`config.mk`:
```
export PLATFORM = sky130hd
export DESIGN_NAME = mod_exponentiation_top
export DESIGN_NICKNAME = d
export VERILOG_FILES = /design/src/sv/mexp_pkg.sv /design/src/sv/mod_exponentiation_top.sv /design/src/sv/mexp_mulred.sv /design/src/sv/mexp_datapath.sv /design/src/sv/mexp_ctrl.sv
export SDC_FILE = /design/constraint.sdc
export NUM_CORES = 2
export LEC_CHECK = 0
export BUFFER_PORTS_ARGS = -buffer_cell sky130_fd_sc_hd__buf_2
export CAP_MARGIN = 25
export CORE_UTILIZATION = 57
export CTS_CLUSTER_DIAMETER = 150
export DETAILED_ROUTE_END_ITERATION = 6
export HOLD_SLACK_MARGIN = 0.12
export PLACE_DENSITY = 0.84
export SYNTH_ARGS = -nofsm -noshare
export SYNTH_HDL_FRONTEND = slang
export SYNTH_SLANG_ARGS = --single-unit
```
`constraint.sdc`:
```
create_clock -name clk -period 10.6 [get_ports clk]
set_input_delay 2.12 -clock clk [delete_from_list [all_inputs] [get_ports clk]]
set_output_delay 2.12 -clock clk [all_outputs]
set_load 0.005 [all_outputs]
```
`src/sv/mexp_pkg.sv`:
```
// ----------------------------------------------------------------------------
// mexp_pkg
// Shared constants and types of the modular exponentiation block.
// ----------------------------------------------------------------------------
`default_nettype none

package mexp_pkg;

    localparam int MOD_W        = 31;
    localparam int EXP_W        = 32;
    localparam int PROD_W       = 2 * MOD_W;
    localparam int STEP_W       = $clog2(MOD_W);
    localparam int EXP_BITS_DEF = 32;

    localparam logic [MOD_W-1:0] MOD_RESET = 31'd1000000007;

    typedef enum logic [2:0] {
        S_IDLE,
        S_BASE,
        S_BASE_WAIT,
        S_STEP,
        S_STEP_WAIT,
        S_OUT
    } state_t;

    typedef struct packed {
        logic load;
        logic unit_start;
        logic sel_base;
        logic wr_base;
        logic wr_step;
    } cmd_t;

    typedef struct packed {
        logic unit_done;
    } stat_t;

endpackage

`default_nettype wire

```
`src/sv/mod_exponentiation_top.sv`:
```
// ----------------------------------------------------------------------------
// mod_exponentiation_top
// Modular exponentiation, right-to-left square-and-multiply.
// ----------------------------------------------------------------------------
// Usage:
//   command channel: a transfer happens on a clock edge with start high and
//   busy low; base and exponent are sampled on that edge.
//   result: done is high for exactly one cycle with power valid in that
//   cycle; the receiver must take it then.
//   config: modulus is written on an edge with cfg_valid and cfg_ready high;
//   cfg_ready is always high. Write it only while busy is low.
// Operation: one base reduction plus EXP_BITS rounds, each round one
//   multiply-reduce pass (multiply, 31 restoring remainder steps,
//   handoff). The next command is taken the cycle after done. Square
//   and multiply run in two units in parallel.
// Reset: idle, busy low, modulus 1000000007.
// A modulus of 0 or 1 gives power 0.
// ----------------------------------------------------------------------------
`default_nettype none

module mod_exponentiation_top
    import mexp_pkg::*;
#(
    parameter int EXP_BITS = EXP_BITS_DEF
)
(
    input  wire logic             clk,
    input  wire logic             rst_n,
    input  wire logic             start,
    output logic                  busy,
    input  wire logic [MOD_W-1:0] base,
    input  wire logic [EXP_W-1:0] exponent,
    output logic                  done,
    output logic      [MOD_W-1:0] power,
    input  wire logic             cfg_valid,
    output logic                  cfg_ready,
    input  wire logic [MOD_W-1:0] modulus
);

    cmd_t  cmd;
    stat_t stat;

    assign cfg_ready = 1'b1;

    mexp_ctrl #(
        .EXP_BITS (EXP_BITS)
    ) u_ctrl (
        .clk   (clk),
        .rst_n (rst_n),
        .start (start),
        .stat  (stat),
        .cmd   (cmd),
        .busy  (busy),
        .done  (done)
    );

    mexp_datapath u_dp (
        .clk       (clk),
        .rst_n     (rst_n),
        .cmd       (cmd),
        .stat      (stat),
        .base      (base),
        .exponent  (exponent),
        .cfg_valid (cfg_valid),
        .modulus   (modulus),
        .power     (power)
    );

    a_accept_busy: assert property (@(posedge clk) disable iff (!rst_n)
        (start && !busy) |=> busy)
        else $error("command transfer did not make the block busy");

    a_done_idle: assert property (@(posedge clk) disable iff (!rst_n)
        done |=> !busy)
        else $error("block not idle after result");

endmodule

`default_nettype wire

```
`src/sv/mexp_mulred.sv`:
```
// ----------------------------------------------------------------------------
// mexp_mulred
// Multiply two residues and reduce the product by the modulus, one
// remainder bit per cycle.
// ----------------------------------------------------------------------------
`default_nettype none

module mexp_mulred
    import mexp_pkg::*;
(
    input  wire logic             clk,
    input  wire logic             rst_n,
    input  wire logic             start,
    input  wire logic [MOD_W-1:0] x,
    input  wire logic [MOD_W-1:0] y,
    input  wire logic [MOD_W-1:0] m,
    output logic                  done,
    output logic      [MOD_W-1:0] result
);

    logic [PROD_W-1:0] prod;
    logic [MOD_W-1:0]  rem_reg, rem_next;
    logic [MOD_W-1:0]  low_reg, low_next;
    logic [STEP_W-1:0] cnt_reg, cnt_next;
    logic              run_reg, run_next;
    logic              done_reg, done_next;
    logic [MOD_W:0]    trial;
    logic [MOD_W+1:0]  diff;

    assign prod = PROD_W'(x) * PROD_W'(y);

    // operands are below m, so the upper half of the product is already reduced
    assign trial = {rem_reg, low_reg[MOD_W-1]};
    assign diff  = {1'b0, trial} - {2'b00, m};

    always_comb
    begin
        rem_next  = rem_reg;
        low_next  = low_reg;
        cnt_next  = cnt_reg;
        run_next  = run_reg;
        done_next = 1'b0;
        if (start)
        begin
            rem_next = prod[PROD_W-1:MOD_W];
            low_next = prod[MOD_W-1:0];
            cnt_next = STEP_W'(MOD_W - 1);
            run_next = 1'b1;
        end
        else if (run_reg)
        begin
            rem_next = diff[MOD_W+1] ? trial[MOD_W-1:0] : diff[MOD_W-1:0];
            low_next = {low_reg[MOD_W-2:0], 1'b0};
            cnt_next = cnt_reg - STEP_W'(1);
            if (cnt_reg == '0)
            begin
                run_next  = 1'b0;
                done_next = 1'b1;
            end
        end
    end

    always_ff @(posedge clk or negedge rst_n)
    begin
        if (!rst_n)
        begin
            run_reg  <= 1'b0;
            done_reg <= 1'b0;
            cnt_reg  <= '0;
        end
        else
        begin
            run_reg  <= run_next;
            done_reg <= done_next;
            cnt_reg  <= cnt_next;
        end
    end

    always_ff @(posedge clk)
    begin
        rem_reg <= rem_next;
        low_reg <= low_next;
    end

    assign done   = done_reg;
    assign result = rem_reg;

    a_done_pulse: assert property (@(posedge clk) disable iff (!rst_n)
        done |=> !done)
        else $error("reduction done held longer than one cycle");

    a_start_not_done: assert property (@(posedge clk) disable iff (!rst_n)
        start |=> !done)
        else $error("reduction done right after start");

endmodule

`default_nettype wire

```
`src/sv/mexp_datapath.sv`:
```
// ----------------------------------------------------------------------------
// mexp_datapath
// Base, accumulator and exponent registers, the modulus register and two
// multiply-reduce units working side by side.
// ----------------------------------------------------------------------------
`default_nettype none

module mexp_datapath
    import mexp_pkg::*;
(
    input  wire logic             clk,
    input  wire logic             rst_n,
    input  wire cmd_t             cmd,
    output stat_t                 stat,
    input  wire logic [MOD_W-1:0] base,
    input  wire logic [EXP_W-1:0] exponent,
    input  wire logic             cfg_valid,
    input  wire logic [MOD_W-1:0] modulus,
    output logic      [MOD_W-1:0] power
);

    logic [MOD_W-1:0] b_reg, b_next;
    logic [MOD_W-1:0] acc_reg, acc_next;
    logic [EXP_W-1:0] exp_reg, exp_next;
    logic [MOD_W-1:0] modulus_reg;
    logic [MOD_W-1:0] sq_y;
    logic             sq_done, mul_done;
    logic [MOD_W-1:0] sq_res, mul_res;
    logic             mod_small;

    always_ff @(posedge clk or negedge rst_n)
    begin
        if (!rst_n)
            modulus_reg <= MOD_RESET;
        else if (cfg_valid)
            modulus_reg <= modulus;
    end

    // first pass reduces the raw base as base * 1
    assign sq_y = cmd.sel_base ? MOD_W'(1) : b_reg;

    mexp_mulred u_sq (
        .clk    (clk),
        .rst_n  (rst_n),
        .start  (cmd.unit_start),
        .x      (b_reg),
        .y      (sq_y),
        .m      (modulus_reg),
        .done   (sq_done),
        .result (sq_res)
    );

    mexp_mulred u_mul (
        .clk    (clk),
        .rst_n  (rst_n),
        .start  (cmd.unit_start),
        .x      (acc_reg),
        .y      (b_reg),
        .m      (modulus_reg),
        .done   (mul_done),
        .result (mul_res)
    );

    assign stat.unit_done = sq_done & mul_done;

    always_comb
    begin
        b_next   = b_reg;
        acc_next = acc_reg;
        exp_next = exp_reg;
        if (cmd.load)
        begin
            b_next   = base;
            acc_next = MOD_W'(1);
            exp_next = exponent;
        end
        else if (cmd.wr_base)
        begin
            b_next = sq_res;
        end
        else if (cmd.wr_step)
        begin
            b_next   = sq_res;
            exp_next = exp_reg >> 1;
            if (exp_reg[0])
                acc_next = mul_res;
        end
    end

    always_ff @(posedge clk)
    begin
        b_reg   <= b_next;
        acc_reg <= acc_next;
        exp_reg <= exp_next;
    end

    // modulus of zero or one gives zero
    assign mod_small = (modulus_reg[MOD_W-1:1] == '0);
    assign power     = mod_small ? '0 : acc_reg;

endmodule

`default_nettype wire

```
`src/sv/mexp_ctrl.sv`:
```
// ----------------------------------------------------------------------------
// mexp_ctrl
// Sequencer: base reduction, then one square-and-multiply round per
// exponent bit, then the result strobe.
// ----------------------------------------------------------------------------
`default_nettype none

module mexp_ctrl
    import mexp_pkg::*;
#(
    parameter int EXP_BITS = EXP_BITS_DEF
)
(
    input  wire logic  clk,
    input  wire logic  rst_n,
    input  wire logic  start,
    input  wire stat_t stat,
    output cmd_t       cmd,
    output logic       busy,
    output logic       done
);

    localparam int CNT_W = $clog2(EXP_BITS + 1);

    state_t           state_reg, state_next;
    logic [CNT_W-1:0] iter_reg, iter_next;

    always_ff @(posedge clk or negedge rst_n)
    begin
        if (!rst_n)
        begin
            state_reg <= S_IDLE;
            iter_reg  <= '0;
        end
        else
        begin
            state_reg <= state_next;
            iter_reg  <= iter_next;
        end
    end

    always_comb
    begin
        state_next = state_reg;
        iter_next  = iter_reg;
        cmd        = '0;
        busy       = 1'b1;
        done       = 1'b0;
        case (state_reg)
            S_IDLE:
            begin
                busy = 1'b0;
                if (start)
                begin
                    cmd.load   = 1'b1;
                    iter_next  = '0;
                    state_next = S_BASE;
                end
            end
            S_BASE:
            begin
                cmd.unit_start = 1'b1;
                cmd.sel_base   = 1'b1;
                state_next     = S_BASE_WAIT;
            end
            S_BASE_WAIT:
            begin
                if (stat.unit_done)
                begin
                    cmd.wr_base = 1'b1;
                    state_next  = S_STEP;
                end
            end
            S_STEP:
            begin
                cmd.unit_start = 1'b1;
                state_next     = S_STEP_WAIT;
            end
            S_STEP_WAIT:
            begin
                if (stat.unit_done)
                begin
                    cmd.wr_step = 1'b1;
                    if (iter_reg == CNT_W'(EXP_BITS - 1))
                        state_next = S_OUT;
                    else
                    begin
                        iter_next  = iter_reg + CNT_W'(1);
                        state_next = S_STEP;
                    end
                end
            end
            S_OUT:
            begin
                done       = 1'b1;
                state_next = S_IDLE;
            end
            default:
            begin
                state_next = S_IDLE;
            end
        endcase
    end

endmodule

`default_nettype wire

```
==> qor.txt <==
commonest non-fill, non-tap cell in the layout -> inv_1
Metal-1 WL -> 79300 um
DR top layer -> met5
critical path launch point type -> register
Largest register FFs -> 32
Critical Path AT -> 10.29 ns
Routed WL per cell -> 22.3 um
cts bufs inserted -> 34
All-Layer GR Usage -> 34.1%
first-pass GRT wire length -> 358000 um
R2R depth -> 27
DR WL met3 -> 26400 um
Synth Flop Type -> edfxtp_1
WP data required -> 10.96 ns
Std-Cell Rows -> 134
Most common cell on crit path -> fa_1
Final Setup Violations -> 0
clk_skew -> 0.0473 ns
vias in the first global route -> 65400
H-tree Lvls -> 2
area delta synth->final -> 4.45%
fillers -> 10900
Max Clock Freq -> 0.101 GHz
initial antenna violation count -> 8
Worst-Skew Late Latency -> 0.61 ns
I/O Buffers -> 130
Slew @ Worst Pin -> 1.15 ns
synth warn -> 0
die area -> 137000 um2
Post-CTS Setup Inserts -> 0
Die W -> 370 um
Hold-fix buffers, CTS -> 0
CTS Sinks -> 272
HPWL Detailed -> 173000 um
CTS tree -> built
Antenna Nets Post-Route -> 0
Starting DRT DRC Count -> 5927
core area -> 134000 um2
Root Driver -> clkbuf_16
drt via density -> 5.94
Syn Area/Cell -> 9.02 um2
max_cap viols -> 0
CTS clock-pin slew for the worst setup and hold paths -> 0.07 ns
most frequent cells in the layout -> inv_1 (1983), fa_1 (1676), nand2_1 (1282), ha_1 (577), and3_1 (408)
Critical Path Fanout Max -> 82
kind of critical path -> reg2reg
status -> completed
Cell Area, Synth -> 77100 um2
crit-path max cell delay -> 0.77 ns
sequential share of the synthesized area -> 9.87%
drt pass-1 iters -> 6
Detail Route met2 WL -> 102000 um
final hold viol count -> 0
PostCTS Resize Cnt -> 0
Routed WL -> 226000 um
Max Slew Vio Count -> 0
#FFs+latches synth -> 272
I/O pin count -> 132
Finished Layout Cells -> 10100
Layout Nets -> 10700
maximum clock path buffer count -> 3
largest net degree at the start of global routing -> 83
final period utilization -> 93.7%
Post-Syn Nets -> 10900
# placed instances -> 10100
Post-Synthesis Cells -> 8542
Synth cell types -> 88
Worst Setup End Kind -> register
unrepaired setup endpoints after global routing -> false
Crit-path slowest cell -> o41ai_2
Via Count -> 60200
Post-synth EDFFs -> 187
initial core utilization -> 57.6%
die height -> 370 um
GRT overflow -> 0
Rel. slew slack -> 23.2%
setup TNS -> 0 ns
Tmin final -> 9.93 ns
Worst Hold Class -> reg2reg
Residual DRC -> 0
Async S/R FF share, synth -> 19.9%
share of cells above drive strength 1 -> 5.43%
worst hold path depth -> 2
routability cong. -> 1.02
==> kinds of logic after synthesis <==
family / after synthesis / share of synthesized area, %
AO/OA/AOI/OAI: 804 / 6.58
adder cells (fa/ha/maj): 2253 / 52.9
XOR/XNOR: 177 / 2.01
multiplexers: 83 / 1.18
flip-flops: 272 / 9.87
AND/OR/NAND/NOR: 2461 / 15.3
other: 1 / 0.00486
buffers and inverters: 2491 / 12.2
==> critical path: cells and delay by family (launching register included) <==
kind | cells | cell delay, ns
AOI/OAI and AO/OA | 5 | 1.66
adders and majority gates | 9 | 4.34
buffers and inverters | 7 | 0.77
DFF | 1 | 0.47
and+or+nand+nor | 6 | 2.34
==> routing by layer <==
metal	vias up	global-route usage [%]
met2	3783	53.4
met5	-	0
met4	2	22.4
met1	30000	42.5
met3	1009	7.69
li1	25400	-
==> path summary, 6_finish.rpt <==
| path | start | end | slack, ns |
|---|---|---|---|
| worst min-delay path | u_dp.acc_reg[7] | u_dp.acc_reg[7] | 0.49 |
| min in group asynchronous | rst_n | u_dp.u_mul.done | 1.64 |
| worst min register to register | u_dp.acc_reg[7] | u_dp.acc_reg[7] | 0.49 |
| max in group asynchronous | rst_n | u_dp.modulus_reg[12] | 8.52 |
| worst max register to register | u_ctrl.state_reg[2] | u_dp.u_sq.result[30] | 0.67 |
| worst max-delay path | u_ctrl.state_reg[2] | u_dp.u_sq.result[30] | 0.67 |
==> area by class of cell <==
type / count / area (um2) / area share (%)
antenna: 5 / 12.5 / 0.0155
clock buffer: 46 / 936 / 1.16
clock inverter: 16 / 160 / 0.199
inverter: 1983 / 7440 / 9.24
multi-input combinational: 5779 / 60100 / 74.7
sequential: 272 / 7610 / 9.45
tap: 1768 / 2210 / 2.75
timing repair buffer: 276 / 2030 / 2.52
==> cell usage after synthesis, types with 25 or more instances <==
library cell / number / area share [%]
inv_1: 1983 / 9.7
fa_1: 1676 / 44
nand2_1: 1284 / 6.3
ha_1: 577 / 9.4
clkbuf_1: 468 / 2.3
and3_1: 408 / 3.3
and2_1: 389 / 3.2
a21oi_1: 266 / 1.7
edfxtp_1: 187 / 7.3
o21ai_0: 181 / 1.2
nor2_1: 146 / 0.71
a21o_1: 102 / 0.99
xnor2_1: 100 / 1.1
xor2_1: 77 / 0.87
mux2_2: 66 / 0.96
a211oi_1: 55 / 0.54
nor2b_1: 52 / 0.42
nand3_1: 40 / 0.26
dfrtp_1: 38 / 1.2
dfxtp_1: 31 / 0.81
o21bai_1: 31 / 0.30
nand4_1: 29 / 0.24
nor3_1: 29 / 0.19
nand2b_1: 27 / 0.22
a31oi_1: 25 / 0.20
==> metrics by stage <==
step	worst slack [ns]	util, %	instance area, um2	hold slack (ns)
after floorplan	2.19	-	77100	0.471
after global placement	1.25	59.2	79200	0.443
after detailed placement	1.01	59.3	79300	0.469
after CTS	0.959	60.1	80400	0.477
after global routing	0.314	60.2	80500	0.505
final	0.672	60.2	80500	0.493
Power is left out: the tool's default activity adds up to more than one toggle a clock period on the data nets, which glitch-free logic cannot reach.
